### config.mk
export PLATFORM = sky130hd
export DESIGN_NAME = eight_bit_register_alu_execute_top
export DESIGN_NICKNAME = d
export VERILOG_FILES = /design/src/sv/ebrae_pkg.sv /design/src/sv/ebrae_ram.sv /design/src/sv/ebrae_front.sv /design/src/sv/ebrae_queue.sv /design/src/sv/ebrae_back.sv /design/src/sv/eight_bit_register_alu_execute_top.sv
export SDC_FILE = /design/constraint.sdc
export NUM_CORES = 1
export LEC_CHECK = 0
export ABC_AREA = 0
export BUFFER_PORTS_ARGS = -buffer_cell sky130_fd_sc_hd__buf_2
export CORE_MARGIN = 1.5
export CORE_UTILIZATION = 38
export DETAILED_ROUTE_END_ITERATION = 16
export GPL_TIMING_DRIVEN = 0
export SETUP_SLACK_MARGIN = 0.5
export SYNTH_ARGS = -nofsm -noshare
export SYNTH_HDL_FRONTEND = slang
export SYNTH_HIERARCHICAL = 1
export SYNTH_SLANG_ARGS = --single-unit
### constraint.sdc
create_clock -name clock -period 12 [get_ports clock]
set_input_delay 2.4 -clock clock [delete_from_list [all_inputs] [get_ports clock]]
set_output_delay 2.4 -clock clock [all_outputs]
set_load 0.02 [all_outputs]
### src/sv/ebrae_pkg.sv
// Package for the eight-bit register ALU execute block.
// Holds operation codes, register indexes, payload structs and the divide step.
// No dependencies.
`timescale 1ns / 1ps

package ebrae_pkg;

   localparam int NUM_REGS_DEFAULT   = 13;
   localparam int QUEUE_DEPTH        = 2;
   localparam int DIV_BITS_PER_CYCLE = 2;
   localparam int DIV_CYCLES         = 8 / DIV_BITS_PER_CYCLE;

   localparam logic [3:0] REG_ZERO   = 4'h0;
   localparam logic [3:0] REG_COND   = 4'h9;
   localparam logic [3:0] REG_CNT_LO = 4'hA;
   localparam logic [3:0] REG_CNT_HI = 4'hB;

   localparam logic [4:0] OP_IMM  = 5'd0;
   localparam logic [4:0] OP_MOV  = 5'd1;
   localparam logic [4:0] OP_ADD  = 5'd2;
   localparam logic [4:0] OP_SUB  = 5'd3;
   localparam logic [4:0] OP_MUL  = 5'd4;
   localparam logic [4:0] OP_DIV  = 5'd5;
   localparam logic [4:0] OP_NOT  = 5'd6;
   localparam logic [4:0] OP_AND  = 5'd7;
   localparam logic [4:0] OP_NAND = 5'd8;
   localparam logic [4:0] OP_OR   = 5'd9;
   localparam logic [4:0] OP_NOR  = 5'd10;
   localparam logic [4:0] OP_XOR  = 5'd11;
   localparam logic [4:0] OP_XNOR = 5'd12;
   localparam logic [4:0] OP_SHL  = 5'd13;
   localparam logic [4:0] OP_SHR  = 5'd14;
   localparam logic [4:0] OP_CEQ  = 5'd15;
   localparam logic [4:0] OP_CGT  = 5'd16;
   localparam logic [4:0] OP_CLT  = 5'd17;
   localparam logic [4:0] OP_JMP  = 5'd18;
   localparam logic [4:0] OP_JZ   = 5'd19;
   localparam logic [4:0] OP_JNZ  = 5'd20;

   typedef enum logic [1:0] {
      CLS_NONE,
      CLS_WRITE,
      CLS_CMP,
      CLS_JUMP
   } cls_type;

   typedef struct packed {
      logic [4:0] operation;
      logic [7:0] operand_a;
      logic [7:0] operand_b;
      logic [3:0] dest;
   } req_type;

   typedef struct packed {
      logic        dest_written;
      logic [3:0]  dest_index;
      logic [7:0]  dest_value;
      logic        condition;
      logic        jump_taken;
      logic [15:0] jump_target;
      logic        div_by_zero;
   } rsp_type;

   typedef struct packed {
      logic [4:0] op;
      cls_type    cls;
      logic [7:0] a;
      logic [7:0] b;
      logic [3:0] dest;
      logic       a_ok;
      logic       b_ok;
      logic       dest_ok;
   } dec_type;

   // One restoring divide step: returns {remainder, quotient}.
   function automatic logic [15:0] div_step(input logic [7:0] rem, input logic [7:0] quo,
                                            input logic [7:0] divisor);
      logic [8:0] sh;
      logic [7:0] q;
      sh = {rem, quo[7]};
      q  = {quo[6:0], 1'b0};
      if (sh >= {1'b0, divisor}) begin
         sh   = sh - {1'b0, divisor};
         q[0] = 1'b1;
      end
      return {sh[7:0], q};
   endfunction

endpackage

### src/sv/ebrae_ram.sv
// Generic RAM: one write port, two registered read ports.
// No dependencies.
`timescale 1ns / 1ps

module ebrae_ram #(
   parameter int WIDTH = 8,
   parameter int DEPTH = 16
) (
   input  logic                     clock,
   input  logic                     we,
   input  logic [$clog2(DEPTH)-1:0] waddr,
   input  logic [WIDTH-1:0]         wdata,
   input  logic [$clog2(DEPTH)-1:0] raddr_a,
   input  logic [$clog2(DEPTH)-1:0] raddr_b,
   output logic [WIDTH-1:0]         rdata_a,
   output logic [WIDTH-1:0]         rdata_b
);

   logic [WIDTH-1:0] mem_ff [DEPTH];
   logic [WIDTH-1:0] rdata_a_ff;
   logic [WIDTH-1:0] rdata_b_ff;

   always_ff @(posedge clock) begin
      if (we) begin
         mem_ff[waddr] <= wdata;
      end
      rdata_a_ff <= mem_ff[raddr_a];
      rdata_b_ff <= mem_ff[raddr_b];
   end

   assign rdata_a = rdata_a_ff;
   assign rdata_b = rdata_b_ff;

endmodule

### src/sv/ebrae_front.sv
// Front end: accepts request beats, classifies them and checks register indexes.
// Depends on ebrae_pkg.
`timescale 1ns / 1ps

module ebrae_front #(
   parameter int NUM_REGS = ebrae_pkg::NUM_REGS_DEFAULT
) (
   input  logic               req_valid,
   input  ebrae_pkg::req_type req_payload,
   output logic               req_stall,
   input  logic               q_full,
   output logic               q_push,
   output ebrae_pkg::dec_type q_data
);

   localparam logic [8:0] LIMIT = 9'(NUM_REGS);

   ebrae_pkg::cls_type cls;

   always_comb begin
      case (req_payload.operation) inside
         [ebrae_pkg::OP_IMM:ebrae_pkg::OP_SHR]: cls = ebrae_pkg::CLS_WRITE;
         [ebrae_pkg::OP_CEQ:ebrae_pkg::OP_CLT]: cls = ebrae_pkg::CLS_CMP;
         [ebrae_pkg::OP_JMP:ebrae_pkg::OP_JNZ]: cls = ebrae_pkg::CLS_JUMP;
         default:                               cls = ebrae_pkg::CLS_NONE;
      endcase
   end

   always_comb begin
      q_data.op      = req_payload.operation;
      q_data.cls     = cls;
      q_data.a       = req_payload.operand_a;
      q_data.b       = req_payload.operand_b;
      q_data.dest    = req_payload.dest;
      q_data.a_ok    = (req_payload.operand_a != 8'd0) && ({1'b0, req_payload.operand_a} < LIMIT);
      q_data.b_ok    = (req_payload.operand_b != 8'd0) && ({1'b0, req_payload.operand_b} < LIMIT);
      q_data.dest_ok = (req_payload.dest != ebrae_pkg::REG_ZERO)
                       && ({5'd0, req_payload.dest} < LIMIT);
   end

   assign req_stall = q_full;
   assign q_push    = req_valid && !q_full;

endmodule

### src/sv/ebrae_queue.sv
// Short queue of decoded beats between the front and back ends.
// Depends on ebrae_pkg.
`timescale 1ns / 1ps

module ebrae_queue #(
   parameter int DEPTH = ebrae_pkg::QUEUE_DEPTH
) (
   input  logic               clock,
   input  logic               reset,
   input  logic               push,
   input  ebrae_pkg::dec_type push_data,
   output logic               full,
   input  logic               pop,
   output ebrae_pkg::dec_type pop_data,
   output logic               empty
);

   localparam int PTR_W = (DEPTH > 1) ? $clog2(DEPTH) : 1;
   localparam int CNT_W = $clog2(DEPTH + 1);
   localparam logic [PTR_W-1:0] LAST  = PTR_W'(DEPTH - 1);
   localparam logic [CNT_W-1:0] FULLC = CNT_W'(DEPTH);

   ebrae_pkg::dec_type entries_ff [DEPTH];
   logic [PTR_W-1:0]   wr_ptr_ff, wr_ptr_in;
   logic [PTR_W-1:0]   rd_ptr_ff, rd_ptr_in;
   logic [CNT_W-1:0]   count_ff, count_in;

   assign full     = (count_ff == FULLC);
   assign empty    = (count_ff == '0);
   assign pop_data = entries_ff[rd_ptr_ff];

   always_comb begin
      wr_ptr_in = wr_ptr_ff;
      rd_ptr_in = rd_ptr_ff;
      count_in  = count_ff;
      if (push) begin
         wr_ptr_in = (wr_ptr_ff == LAST) ? '0 : wr_ptr_ff + 1'b1;
      end
      if (pop) begin
         rd_ptr_in = (rd_ptr_ff == LAST) ? '0 : rd_ptr_ff + 1'b1;
      end
      if (push && !pop) begin
         count_in = count_ff + 1'b1;
      end else if (pop && !push) begin
         count_in = count_ff - 1'b1;
      end
   end

   always_ff @(posedge clock) begin
      if (reset) begin
         wr_ptr_ff <= '0;
         rd_ptr_ff <= '0;
         count_ff  <= '0;
      end else begin
         wr_ptr_ff <= wr_ptr_in;
         rd_ptr_ff <= rd_ptr_in;
         count_ff  <= count_in;
      end
   end

   always_ff @(posedge clock) begin
      if (push) begin
         entries_ff[wr_ptr_ff] <= push_data;
      end
   end

endmodule

### src/sv/ebrae_back.sv
// Back end: register file, operation sequencer, iterative divider, response register.
// Depends on ebrae_pkg and ebrae_ram.
`timescale 1ns / 1ps

module ebrae_back #(
   parameter int NUM_REGS = ebrae_pkg::NUM_REGS_DEFAULT
) (
   input  logic               clock,
   input  logic               reset,
   input  logic               q_empty,
   input  ebrae_pkg::dec_type q_data,
   output logic               q_pop,
   output logic               rsp_valid,
   output ebrae_pkg::rsp_type rsp_payload,
   input  logic               rsp_stall
);

   localparam int IDX_W = $clog2(NUM_REGS);
   localparam int CNT_W = (ebrae_pkg::DIV_CYCLES > 1) ? $clog2(ebrae_pkg::DIV_CYCLES) : 1;
   localparam logic [CNT_W-1:0] CNT_LAST = CNT_W'(ebrae_pkg::DIV_CYCLES - 1);
   localparam logic [IDX_W-1:0] IDX_COND = IDX_W'(ebrae_pkg::REG_COND);
   localparam logic [IDX_W-1:0] IDX_LO   = IDX_W'(ebrae_pkg::REG_CNT_LO);
   localparam logic [IDX_W-1:0] IDX_HI   = IDX_W'(ebrae_pkg::REG_CNT_HI);

   typedef enum logic [3:0] {
      ST_IDLE = 4'b0001,
      ST_EXEC = 4'b0010,
      ST_DIV  = 4'b0100,
      ST_DONE = 4'b1000
   } back_state_type;

   back_state_type     state_ff, state_in;
   ebrae_pkg::dec_type cur_ff, cur_in;
   logic [NUM_REGS-1:0] valid_ff, valid_in;
   logic [7:0]         cond_ff, cond_in;
   logic [7:0]         lo_ff, lo_in;
   logic [7:0]         hi_ff, hi_in;
   logic               rsp_valid_ff, rsp_valid_in;
   ebrae_pkg::rsp_type rsp_data_ff, rsp_data_in;

   logic               wen_ff, wen_in;
   logic [IDX_W-1:0]   widx_ff, widx_in;
   logic [7:0]         wdata_ff, wdata_in;
   logic               jump_ff, jump_in;
   logic               dz_ff, dz_in;
   logic [7:0]         rem_ff, rem_in;
   logic [7:0]         quo_ff, quo_in;
   logic [7:0]         divisor_ff, divisor_in;
   logic [CNT_W-1:0]   cnt_ff, cnt_in;

   logic [IDX_W-1:0]   raddr_a, raddr_b;
   logic [7:0]         rdata_a, rdata_b;
   logic [IDX_W-1:0]   ra, rb;
   logic [7:0]         x, y;
   logic [7:0]         prod;
   logic [7:0]         val;
   logic               dz;
   logic               start_div;
   logic               cmp_hit;
   logic               jump;
   logic               fire;
   logic               ram_we;
   logic [7:0]         cond_nx, lo_nx, hi_nx;
   logic [7:0]         div_rem, div_quo;

   assign raddr_a = q_data.a_ok ? q_data.a[IDX_W-1:0] : '0;
   assign raddr_b = q_data.b_ok ? q_data.b[IDX_W-1:0] : '0;

   ebrae_ram #(
      .WIDTH (8),
      .DEPTH (NUM_REGS)
   ) u_regs (
      .clock   (clock),
      .we      (ram_we),
      .waddr   (widx_ff),
      .wdata   (wdata_ff),
      .raddr_a (raddr_a),
      .raddr_b (raddr_b),
      .rdata_a (rdata_a),
      .rdata_b (rdata_b)
   );

   assign ra = cur_ff.a_ok ? cur_ff.a[IDX_W-1:0] : '0;
   assign rb = cur_ff.b_ok ? cur_ff.b[IDX_W-1:0] : '0;

   always_comb begin
      x = 8'd0;
      if (cur_ff.a_ok) begin
         if (ra == IDX_COND) begin
            x = cond_ff;
         end else if (ra == IDX_LO) begin
            x = lo_ff;
         end else if (ra == IDX_HI) begin
            x = hi_ff;
         end else if (valid_ff[ra]) begin
            x = rdata_a;
         end
      end
   end

   always_comb begin
      y = 8'd0;
      if (cur_ff.b_ok) begin
         if (rb == IDX_COND) begin
            y = cond_ff;
         end else if (rb == IDX_LO) begin
            y = lo_ff;
         end else if (rb == IDX_HI) begin
            y = hi_ff;
         end else if (valid_ff[rb]) begin
            y = rdata_b;
         end
      end
   end

   assign prod = x * y;

   always_comb begin
      val       = 8'd0;
      dz        = 1'b0;
      start_div = 1'b0;
      cmp_hit   = 1'b0;
      jump      = 1'b0;
      case (cur_ff.op)
         ebrae_pkg::OP_IMM:  val = cur_ff.a;
         ebrae_pkg::OP_MOV:  val = x;
         ebrae_pkg::OP_ADD:  val = x + y;
         ebrae_pkg::OP_SUB:  val = x - y;
         ebrae_pkg::OP_MUL:  val = prod;
         ebrae_pkg::OP_DIV: begin
            if (y == 8'd0) begin
               val = 8'hFF;
               dz  = 1'b1;
            end else begin
               start_div = 1'b1;
            end
         end
         ebrae_pkg::OP_NOT:  val = ~x;
         ebrae_pkg::OP_AND:  val = x & y;
         ebrae_pkg::OP_NAND: val = ~(x & y);
         ebrae_pkg::OP_OR:   val = x | y;
         ebrae_pkg::OP_NOR:  val = ~(x | y);
         ebrae_pkg::OP_XOR:  val = x ^ y;
         ebrae_pkg::OP_XNOR: val = ~(x ^ y);
         ebrae_pkg::OP_SHL:  val = (y >= 8'd8) ? 8'd0 : (x << y[2:0]);
         ebrae_pkg::OP_SHR:  val = (y >= 8'd8) ? 8'd0 : (x >> y[2:0]);
         ebrae_pkg::OP_CEQ:  cmp_hit = (x == y);
         ebrae_pkg::OP_CGT:  cmp_hit = (x > y);
         ebrae_pkg::OP_CLT:  cmp_hit = (x < y);
         ebrae_pkg::OP_JMP:  jump = 1'b1;
         ebrae_pkg::OP_JZ:   jump = (cond_ff == 8'd0);
         ebrae_pkg::OP_JNZ:  jump = (cond_ff != 8'd0);
         default: begin
         end
      endcase
   end

   always_comb begin
      div_rem = rem_ff;
      div_quo = quo_ff;
      for (int i = 0; i < ebrae_pkg::DIV_BITS_PER_CYCLE; i++) begin
         {div_rem, div_quo} = ebrae_pkg::div_step(div_rem, div_quo, divisor_ff);
      end
   end

   always_comb begin
      cond_nx = cond_ff;
      lo_nx   = lo_ff;
      hi_nx   = hi_ff;
      if (wen_ff) begin
         if (widx_ff == IDX_COND) begin
            cond_nx = wdata_ff;
         end else if (widx_ff == IDX_LO) begin
            lo_nx = wdata_ff;
         end else if (widx_ff == IDX_HI) begin
            hi_nx = wdata_ff;
         end
      end
      if (jump_ff) begin
         lo_nx = cur_ff.a;
         hi_nx = cur_ff.b;
      end
   end

   assign fire   = (state_ff == ST_DONE) && (!rsp_valid_ff || !rsp_stall);
   assign ram_we = fire && wen_ff;

   always_comb begin
      state_in     = state_ff;
      cur_in       = cur_ff;
      valid_in     = valid_ff;
      cond_in      = cond_ff;
      lo_in        = lo_ff;
      hi_in        = hi_ff;
      rsp_valid_in = rsp_valid_ff && rsp_stall;
      rsp_data_in  = rsp_data_ff;
      wen_in       = wen_ff;
      widx_in      = widx_ff;
      wdata_in     = wdata_ff;
      jump_in      = jump_ff;
      dz_in        = dz_ff;
      rem_in       = rem_ff;
      quo_in       = quo_ff;
      divisor_in   = divisor_ff;
      cnt_in       = cnt_ff;
      q_pop        = 1'b0;
      case (state_ff)
         ST_IDLE: begin
            if (!q_empty) begin
               q_pop    = 1'b1;
               cur_in   = q_data;
               state_in = ST_EXEC;
            end
         end
         ST_EXEC: begin
            jump_in  = (cur_ff.cls == ebrae_pkg::CLS_JUMP) && jump;
            dz_in    = dz;
            wdata_in = val;
            case (cur_ff.cls)
               ebrae_pkg::CLS_WRITE: begin
                  wen_in  = cur_ff.dest_ok;
                  widx_in = cur_ff.dest[IDX_W-1:0];
               end
               ebrae_pkg::CLS_CMP: begin
                  wen_in   = 1'b1;
                  widx_in  = IDX_COND;
                  wdata_in = {7'd0, cmp_hit};
               end
               default: begin
                  wen_in  = 1'b0;
                  widx_in = '0;
               end
            endcase
            if (start_div) begin
               rem_in     = 8'd0;
               quo_in     = x;
               divisor_in = y;
               cnt_in     = '0;
               state_in   = ST_DIV;
            end else begin
               state_in = ST_DONE;
            end
         end
         ST_DIV: begin
            rem_in = div_rem;
            quo_in = div_quo;
            cnt_in = cnt_ff + 1'b1;
            if (cnt_ff == CNT_LAST) begin
               wdata_in = div_quo;
               state_in = ST_DONE;
            end
         end
         ST_DONE: begin
            if (fire) begin
               if (wen_ff) begin
                  valid_in[widx_ff] = 1'b1;
               end
               cond_in                  = cond_nx;
               lo_in                    = lo_nx;
               hi_in                    = hi_nx;
               rsp_valid_in             = 1'b1;
               rsp_data_in.dest_written = (cur_ff.cls == ebrae_pkg::CLS_WRITE) && wen_ff;
               rsp_data_in.dest_index   = (cur_ff.cls == ebrae_pkg::CLS_WRITE) ? cur_ff.dest
                                                                               : 4'd0;
               rsp_data_in.dest_value   = (cur_ff.cls == ebrae_pkg::CLS_WRITE) ? wdata_ff
                                                                               : 8'd0;
               rsp_data_in.condition    = (cond_nx != 8'd0);
               rsp_data_in.jump_taken   = jump_ff;
               rsp_data_in.jump_target  = {hi_nx, lo_nx};
               rsp_data_in.div_by_zero  = dz_ff;
               state_in                 = ST_IDLE;
            end
         end
         default: state_in = ST_IDLE;
      endcase
   end

   always_ff @(posedge clock) begin
      if (reset) begin
         state_ff     <= ST_IDLE;
         valid_ff     <= '0;
         cond_ff      <= 8'd0;
         lo_ff        <= 8'd0;
         hi_ff        <= 8'd0;
         rsp_valid_ff <= 1'b0;
      end else begin
         state_ff     <= state_in;
         valid_ff     <= valid_in;
         cond_ff      <= cond_in;
         lo_ff        <= lo_in;
         hi_ff        <= hi_in;
         rsp_valid_ff <= rsp_valid_in;
      end
   end

   always_ff @(posedge clock) begin
      cur_ff      <= cur_in;
      rsp_data_ff <= rsp_data_in;
      wen_ff      <= wen_in;
      widx_ff     <= widx_in;
      wdata_ff    <= wdata_in;
      jump_ff     <= jump_in;
      dz_ff       <= dz_in;
      rem_ff      <= rem_in;
      quo_ff      <= quo_in;
      divisor_ff  <= divisor_in;
      cnt_ff      <= cnt_in;
   end

   assign rsp_valid   = rsp_valid_ff;
   assign rsp_payload = rsp_data_ff;

endmodule

### src/sv/eight_bit_register_alu_execute_top.sv
// Top level of the eight-bit register ALU execute block.
// Depends on ebrae_pkg, ebrae_front, ebrae_queue and ebrae_back.
`timescale 1ns / 1ps

// Executes one decoded instruction per request beat against a register file of
// NUM_REGS 8-bit registers, cleared at reset, and returns one response beat per
// request. The front end classifies each beat into a two-entry queue; the back end
// takes one instruction at a time through execute and done states to the response
// register; a divide by a nonzero divisor also passes a divide state, its quotient
// coming from an iterative divider resolving 2 bits per cycle. The sequencer, with
// one register-file read and one write per instruction, sets the pace. A response
// waiting under stall holds the back end only; requests enter the queue until full.

module eight_bit_register_alu_execute_top #(
   parameter int NUM_REGS = ebrae_pkg::NUM_REGS_DEFAULT
) (
   input  logic               clock,
   input  logic               reset,
   input  logic               req_valid,
   input  ebrae_pkg::req_type req_payload,
   output logic               req_stall,
   output logic               rsp_valid,
   output ebrae_pkg::rsp_type rsp_payload,
   input  logic               rsp_stall
);

   logic               q_full;
   logic               q_empty;
   logic               q_push;
   logic               q_pop;
   ebrae_pkg::dec_type q_in;
   ebrae_pkg::dec_type q_out;

   ebrae_front #(
      .NUM_REGS (NUM_REGS)
   ) u_front (
      .req_valid   (req_valid),
      .req_payload (req_payload),
      .req_stall   (req_stall),
      .q_full      (q_full),
      .q_push      (q_push),
      .q_data      (q_in)
   );

   ebrae_queue #(
      .DEPTH (ebrae_pkg::QUEUE_DEPTH)
   ) u_queue (
      .clock     (clock),
      .reset     (reset),
      .push      (q_push),
      .push_data (q_in),
      .full      (q_full),
      .pop       (q_pop),
      .pop_data  (q_out),
      .empty     (q_empty)
   );

   ebrae_back #(
      .NUM_REGS (NUM_REGS)
   ) u_back (
      .clock       (clock),
      .reset       (reset),
      .q_empty     (q_empty),
      .q_data      (q_out),
      .q_pop       (q_pop),
      .rsp_valid   (rsp_valid),
      .rsp_payload (rsp_payload),
      .rsp_stall   (rsp_stall)
   );

endmodule

Word level (Yosys, flattened, before mapping)
Memories as Yosys holds them, arrays and structs flattened. A register that Yosys moved wholly into a read port is not among the register bits.
Index checks and enable logic that the tools add are counted.
{ "word_totals": {"out_inout_bits": 34, "ramBits": 164, "inputBits": 29, "word_cells": 233, "memories": 2, "reg_bits": 149} }
{ "classes": {"shifts": 2, "n_reduce_logical": 39, "eq_ne": 43, "bitwise": 9, "addsub": 9, "n_mux": 77, "n_mul": 1, "n_lt_le_gt_ge": 18} }
{ "mem_list": {"columns": ["memory", "words", "width", "read_ports", "rd_clocked_by_memory_dff", "wr", "line", "text"], "rows": [
  ["u_back.u_regs.mem_ff", 13, 8, 2, 2, 1, "ebrae_ram.sv:19", "logic [WIDTH-1:0] mem_ff [DEPTH];"],
  ["u_queue.entries_ff", 2, 30, 1, 1, 1, "ebrae_queue.sv:23", "ebrae_pkg::dec_type entries_ff [DEPTH];"]
]} }
{ "op_table": {"columns": ["operator", "n"], "rows": [
  ["$mux W8", 30],
  ["$pmux W8 S15", 1],
  ["$pmux W8 S2", 3],
  ["$eq A4 B4 Y1 const B", 10],
  ["$eq A5 B4 Y1 const B", 8],
  ["$mux W4", 8],
  ["$not A8 Y8", 4],
  ["$reduce_bool A8 Y1", 4],
  ["$eq A5 B5 Y1 const B", 5],
  ["$sub A8 B8 Y8", 3],
  ["$eq A5 B3 Y1 const B", 4],
  ["$mux W1", 20],
  ["$ge A9 B8 Y1", 2],
  ["$logic_not A8 Y1", 2],
  ["$lt A8 B4 Y1 const B", 2],
  ["$pmux W4 S4", 1],
  ["$logic_and A1 B1 Y1", 15],
  ["$lt A4 B5 Y1 const B", 3],
  ["$or A13 B13 Y13", 1],
  ["$mux W2", 6],
  ["$eq A5 B2 Y1 const B", 2],
  ["$le A5 B5 Y1 const B", 2],
  ["$reduce_and A2 Y1", 5],
  ["$add A8 B8 Y8", 1],
  ["41 further kinds", 56]
]} }

Logic depth before layout (Yosys ltp)
{ "logic_depth": {"ltp_word": 13, "ltp_mapped": 27, "depth_no_buf": 24} }

Modules after synthesis
Netlist, hierarchy kept.
{ "modules_own_cells": {"columns": ["module", "cells_per_inst", "area_each_um2", "seq_area_each_um2", "instances"], "rows": [
  ["ebrae_back", 1156, 10412.5, 3933.8, 1],
  ["ebrae_ram", 260, 5220.0, 3443.3, 1],
  ["ebrae_queue", 115, 2362.3, 1901.8, 1],
  ["ebrae_front", 46, 334.1, 0.0, 1]
]} }

Least setup slack after synthesis
No wires, ideal clock.
{ "synth_timing": {"kind": "reg2reg", "startpoint": "reg u_back/cur_ff[7] (netlist bit)", "endpoint": "reg u_back.wdata_ff[7], data pin", "setup_time_ns": 0.272, "slack_ns": 6.331, "n_path_buf": 3, "synth_period_minus_slack_ns": 5.669, "arrival_ns": 5.397, "required_time_ns": 11.728, "path_stages_with_launch": 27, "path_cell_list": "edfxtp_1 -> buf_4 -> buf_6 -> nand2_2 -> or3_1 -> clkbuf_1 -> nand2_1 -> o31ai_1 -> nand3_1 -> inv_1 -> nand2_1 -> fa_1 -> fa_1 -> inv_1 -> fa_1 -> inv_1 -> fa_1 -> inv_1 -> ha_1 -> a21oi_1 -> a21oi_1 -> a31oi_1 -> xnor2_1 -> xnor2_1 -> xnor2_1 -> mux2i_1 -> a41oi_1"} }
{ "synth_between": {"elab_chain_len": 13, "word_cells_on_any_way": 30, "classes_between": "add/sub (2); mul (1); order compare (1); eq/ne (3); shift (2); mux (14); bitwise (6); reduce/logical (1)"} }
{ "synth_rtl": {"columns": ["item", "line", "text"], "rows": [
  ["start: declaration", "ebrae_back.sv:33", "ebrae_pkg::dec_type cur_ff, cur_in;"],
  ["start signal: assignment", "ebrae_back.sv:297", "cur_ff <= cur_in;"],
  ["$mux W4 (*)", "ebrae_back.sv:84", "assign rb = cur_ff.b_ok ? cur_ff.b[IDX_W-1:0] : '0;"],
  ["$bmux W1 S4", "ebrae_back.sv:110", "end else if (valid_ff[rb]) begin"],
  ["$mux W1 (not written as such)", "ebrae_back.sv:110", null],
  ["$mux W8", "ebrae_back.sv:110", null],
  ["$mux W8", "ebrae_back.sv:108", "end else if (rb == IDX_HI) begin"],
  ["$mux W8", "ebrae_back.sv:106", "end else if (rb == IDX_LO) begin"],
  ["$mux W8 (*)", "ebrae_back.sv:104", "if (rb == IDX_COND) begin"],
  ["$mux W8 (*)", "ebrae_back.sv:103", "if (cur_ff.b_ok) begin"],
  ["via u_back.y[2]", "ebrae_back.sv:54", "logic [7:0] x, y;"],
  ["parallel branches: the longest is 2 deep, another holds $mul A8 B8 Y8", null, null],
  ["$pmux W8 S15 (*)", "ebrae_back.sv:124", "case (cur_ff.op)"],
  ["$mux W8 (*)", "ebrae_back.sv:219", "case (cur_ff.cls)"],
  ["$pmux W8 S2 (*)", "ebrae_back.sv:207", "case (state_ff)"],
  ["via u_back.wdata_in[7]", "ebrae_back.sv:43", "logic [7:0] wdata_ff, wdata_in;"],
  ["end signal: assignment", "ebrae_back.sv:301", "wdata_ff <= wdata_in;"],
  ["end: declaration", "ebrae_back.sv:43", null]
]} }
Mark *: on every way through the listed nets, which the timed path passes. The select of a mux whose other input is x is not followed.
A chain may end at the register's enable or synchronous reset.

Worst setup path in the final report
{ "layout_timing": {"startpoint": "reg u_back/cur_ff[8] (netlist bit)", "endpoint": "reg u_back.wdata_ff[5], data pin"} }
Same word-level chain as after synthesis.

==> flow_summary.rst <==
.. list-table::
   :header-rows: 1

   * - Metric
     - Value
   * - Avg WL per Cell
     - approximately 23 um
   * - Antenna violations before repair
     - 1
   * - Kind of capture point of the worst setup path
     - register
   * - Clock-pin slew on the worst setup and hold paths
     - approximately 0.06 ns
   * - Final nets
     - approximately 1800
   * - Crit Path Max Fanout
     - 10
   * - Maximum buffer depth of the clock tree
     - 3
   * - Number of antenna diodes
     - 0
   * - Cell leakage power
     - between 0.007 and 0.008 uW
   * - Xor/xnor share of the synthesized area
     - 0.0110
   * - Clk_skew
     - 0.0291 ns
   * - Global-route wire length before repair
     - 79.6 mm
   * - Max-slew violation count
     - 0
   * - Most common cell in the netlist
     - edfxtp_1
   * - Overall power consumption
     - between 4000 and 5000 uW
   * - Register-to-Register Path Depth
     - 26
   * - Number of filler instances in the final layout
     - 4499
   * - Arrival time of the worst setup path
     - between 7 and 8 ns
   * - Number of enable-type register cells in the synthesized netlist
     - 267
   * - Top cell type's share of synthesized area
     - 0.437
   * - Number of buffers inserted during clock tree synthesis
     - 35
   * - Setup repair after global routing missed its margin
     - false
   * - HPWL reported at the end of detailed placement
     - just under 40 mm
   * - Main combinational cell family by area after synthesis
     - compound AO/OA/AOI/OAI gates
   * - DIE HEIGHT
     - between 200 and 250 um
   * - Total Neg Setup Slack
     - 0 ns
   * - Register area share after synthesis
     - 0.506
   * - Worst min-delay path category
     - register to register
   * - Power per standard cell area
     - 210 nW/um2
   * - DRC errors left
     - 0
   * - Global placement routability congestion
     - roughly 0.9
   * - Post-cts hold buffer count
     - 0
   * - DRC marker count from the first detailed-route iteration
     - slightly below 1000
   * - Library cell occupying the most area in the post-synthesis netlist
     - edfxtp_1
   * - FMAX
     - 137 MHz
   * - Post-CTS setup repair buffer count
     - 0
   * - Final count of negative-setup-slack endpoints
     - 0
   * - Via count
     - 13216
   * - Mapped Nets
     - around 1700
   * - Element type at the critical path start
     - register
   * - Required time at the worst-slack endpoint
     - about 12 ns
   * - Worst Setup Path Type
     - register to register
   * - Number of cells on the worst hold path
     - 0
   * - Total of cells resized after clock tree synthesis
     - 0
   * - Share of cell area taken by muxes after synthesis
     - 0.123
   * - Chip Width
     - around 220 um
   * - Aggregate global-route resource usage
     - 0.211
   * - Number of distinct library cells after synthesis
     - 91
   * - Fraction of the cycle the final worst path needs
     - 0.609
   * - Count of standard-cell rows
     - 80
   * - Status
     - completed
   * - I/O pin cnt
     - between 60 and 70
   * - Number of detailed-route iterations in the first pass
     - 5
   * - Period minus WS final
     - ~7.3 ns
   * - Maximum Capacitance Violations
     - 0
   * - Cells after Synth
     - about 1600
   * - GRT overflow
     - 0
   * - Core Area
     - between 40000 and 50000 um2
   * - Count of yosys warnings during synthesis
     - 6
   * - Total Die Area
     - between 40000 and 50000 um2
   * - Via density per instance
     - around 5.7
   * - Worst supply voltage drop on vdd
     - 112 uV
   * - Worst slew margin relative to its limit
     - 0.116
   * - Largest net degree at the start of global routing
     - 33
   * - Post-synthesis compound-gate area fraction
     - 0.129
   * - Final hold vios
     - 0
   * - Average instance area after synthesis
     - roughly 12 um2
   * - Signed area change from the synthesized netlist to the final layout
     - 12.2%
   * - Mapped cell area
     - ~18000 um2
   * - CTS root buffer
     - clkbuf_16
   * - Clock insertion delay at the later pin of the skew report
     - approximately 0.54 ns
   * - Asr flop ratio synth
     - 0
   * - Synthesized-area fraction occupied by adder cells
     - 0.0598
   * - Share of layout cells above drive strength 1
     - 0.172
   * - Port bufs
     - between 60 and 70
   * - Flop and latch count out of synthesis
     - between 300 and 400
   * - Number of sinks handled by clock tree synthesis
     - 330
   * - Initial core utilization
     - 0.385
   * - Pin slew with the least headroom to its limit
     - roughly 1.3 ns
   * - DRT antenna net count
     - 0
   * - Cell types occupying the most area after synthesis
     - edfxtp_1 44%, dfxtp_1 6.9%, ha_1 4.2%, mux4_2 3.9%, mux2i_1 3.7%
   * - Detailed-route wire length
     - 52.6 mm
   * - Most common flop cell mapped by yosys
     - edfxtp_1
   * - CTS tree
     - done
   * - Post-Synth Simple-Gate Area
     - 0.122
   * - Via count of the first global-routing pass
     - approximately 13000
   * - Most frequent cells after synthesis
     - 267 x edfxtp_1, 145 x nand2_1, 130 x nor2_1
   * - H-tree depth
     - 2
## cell type report
class,count,area [um2],area share
Buffer,104,617,0.0300
Sequential cell,330,9280,0.451
Inverter,76,285,0.0139
Clock inverter,17,119,0.00578
Timing Repair Buffer,65,349,0.0170
Tap cell,615,769,0.0374
Multi-Input combinational cell,1067,8180,0.398
Clock buffer,46,958,0.0466
## sequential cells by signal, indices dropped and copies added (netlist names), 13 cells and up, named ones only
register,flops
u_back/cur_ff,30
u_back/rsp_payload,32
u_back/u_regs/mem_ff,104
u_back/valid_ff,13
u_queue/entries_ff,60
## cells in the final DEF, fill, tap and decap left out, types with 29 or more instances in the layout
cell type	instances
inv_1	65
mux2_2	39
buf_2	81
ha_1	62
dfxtp_1	63
nand2_1	145
a21oi_1	110
mux2i_1	67
nor2_1	130
clkbuf_16	36
and2_1	29
buf_4	36
o21ai_0	60
mux4_2	32
clkbuf_1	49
edfxtp_1	267
## per-layer routing
metal	vias up	routed length, um	track usage
met5	-	13	0
met4	2	1560	0.0693
met3	75	3050	0.0276
met2	455	24200	0.338
met1	6578	23800	0.296
li1	6106	-	-
## stage by stage
stage,std cells,util,hold WS (ns),setup slack [ns],instance area [um2]
5_1_grt,2320,0.432,0.452,4.43,20600
6_report,2320,0.432,0.449,4.69,20600
3_5_place_dp,2257,0.409,0.431,4.91,19500
4_1_cts,2320,0.431,0.446,4.88,20600
2_1_floorplan,1577,-,0.400,6.33,18300
3_3_place_gp,2254,0.407,0.423,4.80,19400
## path summary, 6_finish.rpt
kind / slack, ns / end / from
min: 0.45 / u_back/rsp_payload[0] / u_back/dz_ff
max: 4.69 / u_back/wdata_ff[5] / u_back/cur_ff[8]
max reg2reg: 4.69 / u_back/wdata_ff[5] / u_back/cur_ff[8]
min reg2reg: 0.45 / u_back/rsp_payload[0] / u_back/dz_ff
## power by group
part / internal [uW] / switching (uW)
Clock: 586 / 435
Sequential: 1420 / 90.8
Combinational: 627 / 1150
## kinds of logic after synthesis
kind of cell,count (synthesis)
AO/OA/AOI/OAI,353
XOR/XNOR,23
adder cells (fa/ha/maj),78
buffers and inverters,180
flip-flops,330
multiplexers,154
AND/OR/NAND/NOR,459
## critical path, stage by stage (launching register included)
cell and delay, ns:
edfxtp_1 0.51, buf_2 0.26, nand2_2 0.15, or3_1 0.12, clkbuf_1 0.27, nand2_1 0.10, o31ai_1 0.27, nand3_1 0.42
inv_1 0.38, ha_1 0.33, inv_1 0.13, fa_1 0.40, fa_1 0.52, inv_1 0.04, ha_1 0.27, inv_1 0.05
fa_1 0.52, inv_1 0.04, ha_1 0.34, xnor2_1 0.34, nor3_1 0.13, a211oi_1 0.25, a21oi_1 0.07, a221oi_1 0.43
nand4_1 0.23, a211oi_1 0.35, o21ai_1 0.11
Power figures use the tool's default switching activity.
